File: src/rtl/rfa_pkg.sv
// Package for the reciprocal frequency averager.
// Holds payload and control types, command codes and register defaults.
// No dependencies; every rtl file imports it.
package rfa_pkg;

    localparam int TIMER_BITS_DEFAULT = 16;
    localparam int OVF_W              = 16;
    localparam int CAP_W              = 16;
    localparam int RATE_W             = 27;
    localparam int SAMP_W             = 8;
    localparam int SUM_W              = 35;
    localparam int CFG_IDX_W          = 2;

    localparam logic [1:0] CMD_START    = 2'd0;
    localparam logic [1:0] CMD_OVERFLOW = 2'd1;
    localparam logic [1:0] CMD_EDGE     = 2'd2;

    localparam logic [CFG_IDX_W-1:0] CFG_SAMPLES = 2'd0;
    localparam logic [CFG_IDX_W-1:0] CFG_RATE    = 2'd1;

    localparam logic [SAMP_W-1:0] SAMPLES_RESET = 8'd11;
    localparam logic [RATE_W-1:0] RATE_RESET    = 27'd1000000;
    localparam logic [OVF_W-1:0]  OVF_MAX       = {OVF_W{1'b1}};

    typedef struct packed {
        logic [1:0]       cmd;
        logic [CAP_W-1:0] capture_value;
    } item_t;

    typedef struct packed {
        logic [RATE_W-1:0] frequency_mean;
        logic [SAMP_W-1:0] samples_used;
    } result_t;

    typedef enum logic [1:0] {
        ST_IDLE,
        ST_DIV_FREQ,
        ST_DIV_MEAN,
        ST_WAIT_OUT
    } state_t;

    // Controller to datapath
    typedef struct packed {
        logic arm;
        logic ovf_inc;
        logic first_edge;
        logic div_freq;
        logic div_mean;
        logic accumulate;
        logic load_result;
    } dp_cmd_t;

    // Datapath to controller
    typedef struct packed {
        logic armed;
        logic first_pending;
        logic count_reached;
        logic div_done;
    } dp_status_t;

endpackage

File: src/rtl/rfa_div.sv
// Restoring divider, one quotient bit per cycle.
// Uses rfa_pkg for the default dividend width; shared by frequency and mean divisions.
module rfa_div
    import rfa_pkg::*;
#(
    parameter int DVD_W = SUM_W,
    parameter int DVS_W = 32
)
(
    input  logic             clk,
    input  logic             rst_n,
    input  logic             start,
    input  logic [DVD_W-1:0] dividend,
    input  logic [DVS_W-1:0] divisor,
    output logic             done,
    output logic [DVD_W-1:0] quotient
);

    localparam int CMP_W = (DVD_W + 1 > DVS_W) ? DVD_W + 1 : DVS_W;
    localparam int CNT_W = $clog2(DVD_W);
    localparam logic [CNT_W-1:0] CNT_LAST = CNT_W'(DVD_W - 1);

    logic             busy_reg, busy_next;
    logic             done_reg, done_next;
    logic [CNT_W-1:0] cnt_reg, cnt_next;
    logic [DVD_W-1:0] quo_reg, quo_next;
    logic [DVD_W-1:0] rem_reg, rem_next;
    logic [DVS_W-1:0] dvs_reg, dvs_next;

    logic [DVD_W:0]   trial;
    logic [CMP_W:0]   diff;
    logic             fits;

    always_comb
    begin
        trial = {rem_reg, quo_reg[DVD_W-1]};
        diff  = (CMP_W+1)'(trial) - (CMP_W+1)'(dvs_reg);
        fits  = ~diff[CMP_W];

        busy_next = busy_reg;
        done_next = 1'b0;
        cnt_next  = cnt_reg;
        quo_next  = quo_reg;
        rem_next  = rem_reg;
        dvs_next  = dvs_reg;

        if (start)
        begin
            busy_next = 1'b1;
            cnt_next  = '0;
            quo_next  = dividend;
            rem_next  = '0;
            dvs_next  = divisor;
        end
        else if (busy_reg)
        begin
            quo_next = {quo_reg[DVD_W-2:0], fits};
            rem_next = fits ? diff[DVD_W-1:0] : trial[DVD_W-1:0];
            cnt_next = cnt_reg + 1'b1;
            if (cnt_reg == CNT_LAST)
            begin
                busy_next = 1'b0;
                done_next = 1'b1;
            end
        end
    end

    always_ff @(posedge clk or negedge rst_n)
    begin
        if (!rst_n)
        begin
            busy_reg <= 1'b0;
            done_reg <= 1'b0;
            cnt_reg  <= '0;
        end
        else
        begin
            busy_reg <= busy_next;
            done_reg <= done_next;
            cnt_reg  <= cnt_next;
        end
    end

    always_ff @(posedge clk)
    begin
        quo_reg <= quo_next;
        rem_reg <= rem_next;
        dvs_reg <= dvs_next;
    end

    assign done     = done_reg;
    assign quotient = quo_reg;

endmodule

File: src/rtl/rfa_datapath.sv
// Datapath: configuration registers, measurement state, period forming,
// shared divider and result register. Depends on rfa_pkg and rfa_div.
module rfa_datapath
    import rfa_pkg::*;
#(
    parameter int TIMER_BITS = TIMER_BITS_DEFAULT
)
(
    input  logic                  clk,
    input  logic                  rst_n,
    input  dp_cmd_t               dp_cmd,
    output dp_status_t            dp_status,
    input  logic [CAP_W-1:0]      capture_value,
    input  logic                  cfg_we,
    input  logic [CFG_IDX_W-1:0]  cfg_index,
    input  logic [RATE_W-1:0]     cfg_data,
    output result_t               result
);

    localparam int PER_W = TIMER_BITS + OVF_W;
    localparam logic [PER_W-1:0] CAP_MASK = {{OVF_W{1'b0}}, {TIMER_BITS{1'b1}}};

    logic [SAMP_W-1:0] samples_reg;
    logic [RATE_W-1:0] rate_reg;
    logic              armed_reg, armed_next;
    logic              first_reg, first_next;
    logic [OVF_W-1:0]  ovf_reg, ovf_next;
    logic [SAMP_W-1:0] count_reg, count_next;
    logic [SUM_W-1:0]  sum_reg, sum_next;
    result_t           result_reg, result_next;

    logic [PER_W-1:0]  period_raw;
    logic [PER_W-1:0]  period;
    logic              div_start;
    logic [SUM_W-1:0]  div_dividend;
    logic [PER_W-1:0]  div_divisor;
    logic              div_done;
    logic [SUM_W-1:0]  div_quotient;

    always_comb
    begin
        period_raw = (PER_W'(capture_value) & CAP_MASK) + {ovf_reg, {TIMER_BITS{1'b0}}};
        // a zero period counts as one tick
        period = (period_raw == '0) ? PER_W'(1) : period_raw;

        div_start    = dp_cmd.div_freq | dp_cmd.div_mean;
        div_dividend = dp_cmd.div_mean ? sum_reg : SUM_W'(rate_reg);
        div_divisor  = dp_cmd.div_mean ? PER_W'(count_reg) : period;
    end

    rfa_div #(
        .DVD_W (SUM_W),
        .DVS_W (PER_W)
    ) u_div (
        .clk      (clk),
        .rst_n    (rst_n),
        .start    (div_start),
        .dividend (div_dividend),
        .divisor  (div_divisor),
        .done     (div_done),
        .quotient (div_quotient)
    );

    always_comb
    begin
        armed_next  = armed_reg;
        first_next  = first_reg;
        ovf_next    = ovf_reg;
        count_next  = count_reg;
        sum_next    = sum_reg;
        result_next = result_reg;

        if (dp_cmd.arm)
        begin
            armed_next = 1'b1;
            first_next = 1'b1;
            ovf_next   = '0;
            count_next = '0;
            sum_next   = '0;
        end
        if (dp_cmd.ovf_inc && ovf_reg != OVF_MAX)
        begin
            ovf_next = ovf_reg + 1'b1;
        end
        if (dp_cmd.first_edge)
        begin
            first_next = 1'b0;
            ovf_next   = '0;
        end
        if (dp_cmd.div_freq || dp_cmd.div_mean)
        begin
            // period is latched by the divider; the next period starts now
            ovf_next = '0;
        end
        if (dp_cmd.accumulate)
        begin
            sum_next   = sum_reg + div_quotient;
            count_next = count_reg + 1'b1;
        end
        if (dp_cmd.load_result)
        begin
            result_next.frequency_mean = (count_reg == '0) ? '0 : div_quotient[RATE_W-1:0];
            result_next.samples_used   = count_reg;
            armed_next = 1'b0;
            count_next = '0;
            sum_next   = '0;
        end
    end

    always_ff @(posedge clk or negedge rst_n)
    begin
        if (!rst_n)
        begin
            samples_reg <= SAMPLES_RESET;
            rate_reg    <= RATE_RESET;
            armed_reg   <= 1'b0;
            first_reg   <= 1'b1;
            ovf_reg     <= '0;
            count_reg   <= '0;
            sum_reg     <= '0;
        end
        else
        begin
            if (cfg_we && cfg_index == CFG_SAMPLES)
            begin
                samples_reg <= cfg_data[SAMP_W-1:0];
            end
            if (cfg_we && cfg_index == CFG_RATE)
            begin
                rate_reg <= cfg_data;
            end
            armed_reg <= armed_next;
            first_reg <= first_next;
            ovf_reg   <= ovf_next;
            count_reg <= count_next;
            sum_reg   <= sum_next;
        end
    end

    always_ff @(posedge clk)
    begin
        result_reg <= result_next;
    end

    assign dp_status.armed         = armed_reg;
    assign dp_status.first_pending = first_reg;
    assign dp_status.count_reached = (count_reg >= samples_reg);
    assign dp_status.div_done      = div_done;
    assign result                  = result_reg;

endmodule

File: src/rtl/rfa_ctrl.sv
// Controller: decodes accepted transactions, sequences the shared divider
// and owns the input stall and result valid. Depends on rfa_pkg.
module rfa_ctrl
    import rfa_pkg::*;
(
    input  logic       clk,
    input  logic       rst_n,
    input  logic       item_valid,
    output logic       item_stall,
    input  logic [1:0] item_cmd,
    output logic       result_valid,
    input  logic       result_stall,
    output dp_cmd_t    dp_cmd,
    input  dp_status_t dp_status
);

    state_t state_reg, state_next;
    logic   rvalid_reg, rvalid_next;
    logic   slot_free;

    always_ff @(posedge clk or negedge rst_n)
    begin
        if (!rst_n)
        begin
            state_reg  <= ST_IDLE;
            rvalid_reg <= 1'b0;
        end
        else
        begin
            state_reg  <= state_next;
            rvalid_reg <= rvalid_next;
        end
    end

    always_comb
    begin
        state_next = state_reg;
        dp_cmd     = '0;
        item_stall = 1'b1;
        slot_free  = ~rvalid_reg | ~result_stall;

        unique case (state_reg)
            ST_IDLE:
            begin
                item_stall = 1'b0;
                if (item_valid)
                begin
                    unique case (item_cmd)
                        CMD_START:
                        begin
                            dp_cmd.arm = ~dp_status.armed;
                        end
                        CMD_OVERFLOW:
                        begin
                            dp_cmd.ovf_inc = dp_status.armed;
                        end
                        CMD_EDGE:
                        begin
                            if (dp_status.armed)
                            begin
                                if (dp_status.first_pending)
                                begin
                                    dp_cmd.first_edge = 1'b1;
                                end
                                else if (!dp_status.count_reached)
                                begin
                                    dp_cmd.div_freq = 1'b1;
                                    state_next      = ST_DIV_FREQ;
                                end
                                else
                                begin
                                    dp_cmd.div_mean = 1'b1;
                                    state_next      = ST_DIV_MEAN;
                                end
                            end
                        end
                        default:
                        begin
                        end
                    endcase
                end
            end
            ST_DIV_FREQ:
            begin
                if (dp_status.div_done)
                begin
                    dp_cmd.accumulate = 1'b1;
                    state_next        = ST_IDLE;
                end
            end
            ST_DIV_MEAN:
            begin
                if (dp_status.div_done)
                begin
                    if (slot_free)
                    begin
                        dp_cmd.load_result = 1'b1;
                        state_next         = ST_IDLE;
                    end
                    else
                    begin
                        state_next = ST_WAIT_OUT;
                    end
                end
            end
            ST_WAIT_OUT:
            begin
                // hold the quotient until the result register drains
                if (slot_free)
                begin
                    dp_cmd.load_result = 1'b1;
                    state_next         = ST_IDLE;
                end
            end
            default:
            begin
                state_next = ST_IDLE;
            end
        endcase

        if (dp_cmd.load_result)
        begin
            rvalid_next = 1'b1;
        end
        else if (rvalid_reg && !result_stall)
        begin
            rvalid_next = 1'b0;
        end
        else
        begin
            rvalid_next = rvalid_reg;
        end
    end

    assign result_valid = rvalid_reg;

endmodule

File: src/rtl/reciprocal_frequency_averager_core.sv
// Reciprocal frequency averager, top level.
// Item channel: item_valid/item_stall with item (cmd, capture_value).
// Result channel: result_valid/result_stall with result (frequency_mean,
// samples_used). Config channel: cfg_valid/cfg_ready, cfg_index, cfg_data;
// cfg_ready is always high, index 0 is the sample count, index 1 the
// reference tick rate.
// Start, overflow, first-edge and ignored transactions are accepted without a stall.
// A measuring edge runs one reference_rate / period division on the shared
// restoring divider, one quotient bit per cycle over 35 bits: the item
// channel stalls until the quotient has been added to the sum.
// The emitting edge divides the sum by the sample count the same way and
// result_valid rises once the mean is loaded into the result register.
// The result sits in an output register; new transactions are accepted while
// it waits. Only a further mean that finds the register still stalled holds
// the block (item_stall high) until the receiver takes the old result.
// Reset disarms the block, clears all measurement state, drops result_valid
// and loads sample count 11 and rate 1000000. Depends on rfa_pkg, rfa_ctrl
// and rfa_datapath.
module reciprocal_frequency_averager_core
    import rfa_pkg::*;
#(
    parameter int TIMER_BITS = TIMER_BITS_DEFAULT
)
(
    input  logic                 clk,
    input  logic                 rst_n,
    input  logic                 item_valid,
    output logic                 item_stall,
    input  item_t                item,
    output logic                 result_valid,
    input  logic                 result_stall,
    output result_t              result,
    input  logic                 cfg_valid,
    output logic                 cfg_ready,
    input  logic [CFG_IDX_W-1:0] cfg_index,
    input  logic [RATE_W-1:0]    cfg_data
);

    dp_cmd_t    dp_cmd;
    dp_status_t dp_status;

    assign cfg_ready = 1'b1;

    rfa_ctrl u_ctrl (
        .clk          (clk),
        .rst_n        (rst_n),
        .item_valid   (item_valid),
        .item_stall   (item_stall),
        .item_cmd     (item.cmd),
        .result_valid (result_valid),
        .result_stall (result_stall),
        .dp_cmd       (dp_cmd),
        .dp_status    (dp_status)
    );

    rfa_datapath #(
        .TIMER_BITS (TIMER_BITS)
    ) u_dp (
        .clk           (clk),
        .rst_n         (rst_n),
        .dp_cmd        (dp_cmd),
        .dp_status     (dp_status),
        .capture_value (item.capture_value),
        .cfg_we        (cfg_valid & cfg_ready),
        .cfg_index     (cfg_index),
        .cfg_data      (cfg_data),
        .result        (result)
    );

endmodule

File: config.mk
export PLATFORM = sky130hd
export DESIGN_NAME = reciprocal_frequency_averager_core
export DESIGN_NICKNAME = d
export VERILOG_FILES = /design/src/rtl/rfa_pkg.sv /design/src/rtl/rfa_div.sv /design/src/rtl/rfa_datapath.sv /design/src/rtl/rfa_ctrl.sv /design/src/rtl/reciprocal_frequency_averager_core.sv
export SDC_FILE = /design/constraint.sdc
export NUM_CORES = 1
export LEC_CHECK = 0
export BUFFER_PORTS_ARGS = -buffer_cell sky130_fd_sc_hd__buf_2
export CAP_MARGIN = 25
export CORE_UTILIZATION = 40
export CTS_CLUSTER_SIZE = 28
export DETAILED_ROUTE_END_ITERATION = 6
export GPL_ROUTABILITY_DRIVEN = 0
export GPL_TIMING_DRIVEN = 0
export PLACE_DENSITY = 0.69
export SLEW_MARGIN = 25
export SYNTH_ARGS = -nofsm -noshare
export SYNTH_HDL_FRONTEND = slang
export SYNTH_SLANG_ARGS = --single-unit
File: constraint.sdc
create_clock -name clk -period 3.8 [get_ports clk]
set_clock_uncertainty 0.2 [all_clocks]
set_input_delay 0.19 -clock clk [delete_from_list [all_inputs] [get_ports clk]]
set_output_delay 0.19 -clock clk [all_outputs]
set_load 0.01 [all_outputs]
==> results.toml, run 1 <==
[status]
outcome = "finished, violations left"
violations = "design-rule violations"

[global_route]
grt_pass1_vias = 11242
grt_pass1_wl_um = 57900
grt-ovfl-total = 0
grt_usage_pct = 19.9
grt_max_degree = 69
grt_antenna_before_repair = 1

[clock_tree]
numCtsBuffers = 28
cts_tree = "done"
clk-insertion-delay-late_ns = 0.55
clock_sinks = 244
htreeDepth = 1
clkTransAtPathRegs_ns = 0.06
cts.path.max_buffers = 3
cts_root_buffer = "clkbuf_16"

[synthesis]
async_flop_share_pct = 43.9
ys_types = 76
yosys-top-cells-area = "edfxtp_1, dfrtp_1, ha_1"
synth_area_per_cell_sq_um = 9.67
ys_seq_area_share_pct = 46.1
synth-edff-count = 102
synth_area_sq_mm = 0.0140
synthFlopType = "edfxtp_1"
ys_warn_count = 0
synthDominantCellAreaShare_pct = 21.9
synth_cells = 1448
ys_seq_elements = 244
synth_top_cell_by_area = "edfxtp_1"
syn-num-nets = 1582

[drt]
drt-initial-drc-count = 785
wl_per_cell_um = 16.8
wirelength_um = 35300
vias_per_cell = 5.42
remaining_drc_errors = 1
vias = 11403
drtAntennaViolNets = 0
dr.pass1.iters = 7

[die]
die_x_um = 189
die_area_sq_mm = 0.0358
row_count = 68
fp.dieH_um = 189
io-pin-count = 90
core-area_sq_mm = 0.0345
start_util_pct = 40.6

[hold_path]
hp-start = "cfg_valid"
whs_path_depth = 3
hp-class = "input port to flip-flop"

[worst_setup_path]
cp-start-kind = "flip-flop"
critPathMaxFanout = 4
worst_ep_required_time_ns = 4.02
worst_r2r_startpoint = "u_dp.u_div.quotient[0]$_DFFE_PP_"
worst_r2r_path_depth = 13
endpoint_kind = "flip-flop"
crit_arrival_ns = 3.86
setup.worst_path.start = "u_dp.u_div.quotient[0]$_DFFE_PP_"
crit_type = "flip-flop to flip-flop"

[sta]
period_needed_ns = 3.64
whs_ns = 0.0553
totalNegativeSetupSlack_ns = 0
relSlewSlack_pct = 30.6
tightest_slew_ns = 1.04
grt_setup_unrepaired = "false"
fmax_mhz = 275
final-setup-viol-count = 0
drv_slew = 0
finalHoldViolCount = 0
fin_crit_sh_pct = 95.9

[final_layout]
diodes = 0
final_nets = 1760
syn_to_final_growth_pct = 18.5
drive_gt1_share_pct = 13.5

[power]
p_total_uw = 13800
p_per_area_mw_per_mm2 = 833
total_leakage_power_uw = 0.00718
ir_drop_mv = 0.390

[run]
drv_cap = 0

[place]
dp_hpwl_um = 24800
portBuffers = 88
==> cells by family (layout without fill, tap and decap cells) <==
logic type               count (synthesis)  after routing  synth area share [%]
AND/OR/NAND/NOR                        461            461                  15.7
multiplexers                            76             76                  5.76
adder cells (fa/ha/maj)                 82             82                  7.43
AO/OA/AOI/OAI                          374            374                  16.6
XOR/XNOR                                72             72                  4.50
flip-flops                             244            244                  46.1
buffers and inverters                  138            338                  3.88
other                                    1              1                0.0268
==> synth_stat cells, types with 13 or more instances <==
cell type / n
o21ai_0: 127
a211oi_1: 20
a21o_1: 33
nand4_1: 16
nor2_1: 101
xor2_1: 32
nand3_1: 54
a31oi_1: 17
nor2b_1: 13
edfxtp_1: 102
dfxtp_1: 35
ha_1: 80
mux2_2: 35
a21oi_1: 89
nand2_1: 153
dfrtp_1: 96
mux2i_1: 39
xnor2_1: 40
inv_1: 72
nand2b_1: 13
and2_1: 52
clkbuf_1: 50
==> cell usage in the layout, fill, tap and decap left out, types with 20 or more instances in the layout <==
cell type      count
a211oi_1          20
and2_1            52
inv_1             71
xor2_1            32
o21ai_0          127
nand2_1          153
clkbuf_16         29
mux2_2            35
mux2i_1           39
a21oi_1           89
nor2_1           101
clkbuf_1          55
dfrtp_1           96
dfxtp_1           35
ha_1              80
buf_2             95
nand3_1           54
dlygate4sd3_1     56
a21o_1            33
edfxtp_1         102
xnor2_1           40
==> metal layers <==
layer / track usage (%) / routed length (um) / up-vias
met4: 6.45 / 931 / 0
met1: 27.9 / 16400 / 5473
li1: - / - / 5532
met3: 2.41 / 2040 / 63
met5: 0 / 0 / -
met2: 31.9 / 16000 / 335
==> path summary, 6_finish.rpt <==
kind,endpoint,slack (ns)
setup / recovery,u_dp.sum_reg[32]$_DFFE_PN0P_,0.16
hold / removal,u_dp.samples_reg[0]$_DFFE_PN1P_,0.06
setup reg to reg,u_dp.sum_reg[32]$_DFFE_PN0P_,0.16
hold reg to reg,u_dp.sum_reg[34]$_DFFE_PN0P_,0.29
max in group asynchronous,u_dp.first_reg$_DFFE_PN1P_,2.40
min in group asynchronous,u_dp.samples_reg[1]$_DFFE_PN1P_,0.58
==> layout make-up <==
class	instances	area [sq um]
Fill cell	3213	17900
Buffer	64	269
Inverter	74	278
Sequential cell	244	6450
Clock buffer	39	793
Timing Repair Buffer	148	1090
Clock inverter	13	97.6
Tap cell	455	569
Multi-Input combinational cell	1066	7040
==> timing repair <==
item | in CTS | in global routing
setup endpoints to repair | 0 | 26
hold endpoints to repair | 167 | 0
setup buffers | 0 | 0
hold buffers | 57 | 0
gates resized for setup | 0 | 6
==> power by group <==
| part | switching (uW) | internal [uW] |
|---|---|---|
| Sequential | 683 | 3740 |
| Combinational | 3840 | 2950 |
| Clock | 1090 | 1520 |
| Total | 5610 | 8220 |
==> per-stage QoR <==
step,std cells,cell area [sq um],utilization (%),setup WS (ns)
after floorplan,1448,14000,-,0.698
after global placement,1991,15000,43.6,0.0337
after detailed placement,1994,15100,43.8,0.124
after CTS,2103,16600,48.1,0.0448
after global routing,2103,16600,48.2,0.00397
final,2103,16600,48.2,0.158
==> worst max-delay path, stage by stage (launching register included) <==
cell and delay [ns]:
edfxtp_1 0.44, ha_1 0.23, inv_1 0.07, fa_1 0.42, nor2b_1 0.18, o2111ai_1 0.16
a21oi_1 0.17, a21oi_1 0.12, o31ai_2 0.38, a41oi_1 0.28, o211ai_1 0.43, nand3_1 0.15
mux2i_1 0.19, o21ai_0 0.09
(Power assumes the default switching activity.)
==> inputs of run 2 (changes only) <==
Settings changed: HOLD_SLACK_MARGIN from default to 0.15.
==> results.toml, run 2 (synthesized netlist as in run 1, its figures left out) <==
[status]
outcome = "finished, violations left"
violations = "design-rule violations"

[die]
row_count = 68
die_area_sq_mm = 0.0358
start_util_pct = 40.6
die_x_um = 189
core-area_sq_mm = 0.0345
io-pin-count = 90
fp.dieH_um = 189

[sta]
fmax_mhz = 275
relSlewSlack_pct = 28.1
period_needed_ns = 3.64
fin_crit_sh_pct = 95.8
totalNegativeSetupSlack_ns = 0
final-setup-viol-count = 0
drv_slew = 0
tightest_slew_ns = 1.07
finalHoldViolCount = 0
grt_setup_unrepaired = "false"

[global_route]
grt-ovfl-total = 0
grt_pass1_vias = 11291
grt_usage_pct = 20.0
grt_pass1_wl_um = 58200
grt_max_degree = 69
grt_antenna_before_repair = 1

[worst_setup_path]
critPathMaxFanout = 4
endpoint_kind = "flip-flop"
worst_ep_required_time_ns = 4.02
crit_type = "flip-flop to flip-flop"
crit_arrival_ns = 3.86
cp-start-kind = "flip-flop"

[drt]
wl_per_cell_um = 16.8
vias = 11469
remaining_drc_errors = 1
wirelength_um = 35500
dr.pass1.iters = 7
drtAntennaViolNets = 0
drt-initial-drc-count = 777
vias_per_cell = 5.43

[clock_tree]
clk-insertion-delay-late_ns = 0.55
clkTransAtPathRegs_ns = 0.06
cts.path.max_buffers = 3
cts_tree = "done"
numCtsBuffers = 28
clock_sinks = 244
htreeDepth = 1
cts_root_buffer = "clkbuf_16"

[run]
drv_cap = 0

[final_layout]
final_cells = 2113
diodes = 0
final_common_cell = "nand2_1"
layout_common_cells = "nand2_1, o21ai_0, edfxtp_1"
drive_gt1_share_pct = 13.4
final_nets = 1770
final_util_pct = 48.4
syn_to_final_growth_pct = 19.2
num-fill-cells = 3202

[place]
portBuffers = 88
placedCellCount = 1994
dp_hpwl_um = 24800

[power]
p_total_uw = 13900
total_leakage_power_uw = 0.00722
p_per_area_mw_per_mm2 = 830
ir_drop_mv = 0.390

[hold_path]
hp-class = "input port to flip-flop"
[run 2: cell count changes in the layout (fill, tap and decap cells not counted), sizes merged]
cell,delta
dlygate4sd3,+10
[run 2: layout make-up]
| class | count | area [sq um] | share of cell area [%] |
|---|---|---|---|
| Inverter | 74 | 278 | 1.66 |
| Clock inverter | 13 | 97.6 | 0.585 |
| Buffer | 64 | 269 | 1.61 |
| Multi-Input combinational cell | 1066 | 7040 | 42.1 |
| Timing Repair Buffer | 158 | 1190 | 7.16 |
| Clock buffer | 39 | 793 | 4.75 |
| Tap cell | 455 | 569 | 3.41 |
| Sequential cell | 244 | 6450 | 38.7 |
[run 2: what timing repair did]
| item | 4_1_cts | 5_1_grt |
|---|---|---|
| setup buffers | 0 | 0 |
| hold buffers | 67 | 0 |
| gates resized for setup | 0 | 6 |
| endpoints found under the hold margin | 182 | 0 |
| setup endpoints to repair | 0 | 26 |
[run 2: metrics by stage]
stage          hold slack (ns)  setup WS, ns  area (sq um)
2_1_floorplan           -0.306         0.698         14000
3_3_place_gp             0.224        0.0337         15000
3_5_place_dp           -0.0664         0.124         15100
4_1_cts                  0.183        0.0448         16700
5_1_grt                  0.209       0.00397         16700
6_report                 0.208         0.159         16700
[run 2: critical path, cell delays in order (launching register included)]
cell       delay, ns
edfxtp_1        0.44
ha_1            0.23
inv_1           0.07
fa_1            0.41
nor2b_1         0.18
o2111ai_1       0.16
a21oi_1         0.17
a21oi_1         0.12
o31ai_2         0.38
a41oi_1         0.28
o211ai_1        0.43
nand3_1         0.15
mux2i_1         0.18
o21ai_0         0.09
[run 2: power by group]
| group | total, uW | leakage, uW | switching, uW | internal [uW] |
|---|---|---|---|---|
| registers | 4430 | 0.00259 | 685 | 3740 |
| logic | 6810 | 0.00420 | 3840 | 2970 |
| clock network | 2620 | 0.000429 | 1100 | 1520 |
[run 2: path summary, 6_finish.rpt]
| kind | startpoint | endpoint | slack, ns | cells after the start |
|---|---|---|---|---|
| max | u_dp.u_div.quotient[0]$_DFFE_PP_ | u_dp.sum_reg[32]$_DFFE_PN0P_ | 0.16 | 13 |
| min | cfg_data[10] | u_dp.rate_reg[10]$_DFFE_PN0P_ | 0.21 | 3 |
| max reg2reg | u_dp.u_div.quotient[0]$_DFFE_PP_ | u_dp.sum_reg[32]$_DFFE_PN0P_ | 0.16 | 13 |
| min reg2reg | u_dp.sum_reg[34]$_DFFE_PN0P_ | u_dp.sum_reg[34]$_DFFE_PN0P_ | 0.29 | 1 |
| max in group asynchronous | rst_n | u_dp.first_reg$_DFFE_PN1P_ | 2.40 | 4 |
| min in group asynchronous | rst_n | u_dp.samples_reg[1]$_DFFE_PN1P_ | 0.58 | 3 |
[run 2: metal layers]
metal,part of all wire [%],track usage (%),up-vias
met5,0,0,-
met4,2.6,6.54,0
met3,5.8,2.47,63
met2,45,32.1,325
met1,46,27.9,5523
li1,-,-,5558
==> inputs of run 3 (changes only) <==
Settings changed: BUFFER_PORTS_ARGS -buffer_cell sky130_fd_sc_hd__buf_2 to -buffer_cell sky130_fd_sc_hd__buf_4, CORE_ASPECT_RATIO from default to 1.1.
==> results.toml, run 3 (synthesized netlist as in run 1, its figures left out) <==
[die]
die_x_um = 180
io-pin-count = 90
core-area_sq_mm = 0.0344
start_util_pct = 40.7
die_area_sq_mm = 0.0358
row_count = 71
fp.dieH_um = 198

[global_route]
grt_antenna_before_repair = 0
grt_usage_pct = 20.6
grt_pass1_vias = 11469
grt_max_degree = 60
grt-ovfl-total = 0
grt_pass1_wl_um = 59300

[clock_tree]
cts.path.max_buffers = 3
numCtsBuffers = 25
clkTransAtPathRegs_ns = 0.07
cts_tree = "done"
cts_root_buffer = "clkbuf_16"
htreeDepth = 1
clock_sinks = 244
clk-insertion-delay-late_ns = 0.55

[sta]
tightest_slew_ns = 0.855
fin_ws_ns = 0.218
whs_ns = 0.210
finalHoldViolCount = 0
period_needed_ns = 3.58
grt_setup_unrepaired = "false"
drv_slew = 0
final-setup-viol-count = 0
relSlewSlack_pct = 42.8
fin_crit_sh_pct = 94.3
fmax_mhz = 279

[place]
dp_hpwl_um = 25400
portBuffers = 88
dp_worst_setup_slack_ns = 0.102

[drt]
vias_per_cell = 5.52
remaining_drc_errors = 0
vias = 11546
wl_per_cell_um = 17.4
wirelength_um = 36400
dr.pass1.iters = 5
drt-initial-drc-count = 729
drtAntennaViolNets = 0

[worst_setup_path]
cp-start-kind = "flip-flop"
crit_type = "flip-flop to flip-flop"
critPathMaxFanout = 10
worst_ep_required_time_ns = 4.01
endpoint_kind = "flip-flop"
crit_arrival_ns = 3.79

[power]
p_int_uw = 8040
total_leakage_power_uw = 0.00726
swShare_pct = 41.3
p_sw_uw = 5650
p_comb_share_pct = 50.4
ir_drop_mv = 0.450
p_per_area_mw_per_mm2 = 814
power_frac_clock_pct = 17.2
seqPwrFrac_pct = 32.3

[final_layout]
num-fill-cells = 3072
final_nets = 1770
layout_common_cells = "nand2_1, o21ai_0, edfxtp_1"
drive_gt1_share_pct = 13.4
syn_to_final_growth_pct = 20.0
final_common_cell = "nand2_1"
diodes = 0

[run]
drv_cap = 0

[hold_path]
hp-class = "input port to flip-flop"

[status]
outcome = "finished, final reports clean"
-- run 3: through the flow --
step | area, sq um | util, % | setup TNS (ns) | total power (uW) | cells
2_1_floorplan | 14000 | - | 0 | 9510 | 1448
3_3_place_gp | 15200 | 44.3 | -1.59 | 10900 | 1974
3_5_place_dp | 15300 | 44.5 | 0 | 11100 | 1977
4_1_cts | 16800 | 48.8 | 0 | 13600 | 2091
5_1_grt | 16800 | 48.9 | 0 | 14700 | 2093
6_report | 16800 | 48.9 | 0 | 13700 | 2093
-- run 3: critical path, stage by stage, from the launching register on --
cell,delay [ns]
edfxtp_1,0.39
inv_1,0.15
ha_1,0.21
fa_1,0.19
and2b_1,0.22
o31ai_2,0.30
a31oi_2,0.23
a31oi_4,0.32
o221a_4,0.25
and3_4,0.19
buf_6,0.15
buf_2,0.29
nor2_1,0.08
a21oi_1,0.16
a21oi_1,0.09
-- run 3: power by group through the flow --
stage | Clock [uW] | Sequential [uW] | Combinational, uW
after global placement | 0 | 4430 | 6470
after floorplan | 0 | 4220 | 5290
final | 2360 | 4420 | 6900
after detailed placement | 0 | 4450 | 6660
after CTS | 2410 | 4410 | 6800
after global routing | 2500 | 4530 | 7720
-- run 3: path summary, 6_finish.rpt --
check / start / endpoint / slack [ns] / cells after the start
setup reg to reg: u_dp.u_div.quotient[34]$_DFFE_PP_ / u_dp.u_div.rem_reg[17]$_SDFFE_PN0P_ / 0.22 / 14
max in group asynchronous: rst_n / u_dp.first_reg$_DFFE_PN1P_ / 2.42 / 4
hold reg to reg: u_dp.u_div.rem_reg[18]$_SDFFE_PN0P_ / u_dp.u_div.rem_reg[19]$_SDFFE_PN0P_ / 0.29 / 2
min in group asynchronous: rst_n / u_dp.rate_reg[16]$_DFFE_PN1P_ / 0.59 / 3
hold / removal: cfg_data[9] / u_dp.rate_reg[9]$_DFFE_PN1P_ / 0.21 / 3
setup / recovery: u_dp.u_div.quotient[34]$_DFFE_PP_ / u_dp.u_div.rem_reg[17]$_SDFFE_PN0P_ / 0.22 / 14
-- run 3: repair_timing --
item / 4_1_cts / 5_1_grt
hold buffers: 68 / 0
endpoints found under the hold margin: 187 / 0
buffers inserted: 0 / 2
endpoints found under the setup margin: 0 / 33
resized for setup: 0 / 6
-- run 3: per-layer routing --
layer	vias to the layer above	track usage, %	wire length [um]	part of all wire, %
li1	5550	-	-	-
met1	5595	26.8	16100	44
met2	327	34.9	17400	48
met3	74	2.76	1880	5.1
met4	0	7.44	1030	2.8
met5	-	0	0	0
-- run 3: layout make-up --
| class | count | area [sq um] | share of cell area [%] |
|---|---|---|---|
| buffer | 64 | 269 | 1.60 |
| timing repair buffer | 161 | 1450 | 8.64 |
| inverter | 74 | 278 | 1.65 |
| multi-input combinational | 1066 | 7040 | 41.9 |
| sequential | 244 | 6450 | 38.4 |
| clock inverter | 11 | 71.3 | 0.424 |
| clock buffer | 35 | 693 | 4.12 |
| tap | 438 | 548 | 3.26 |
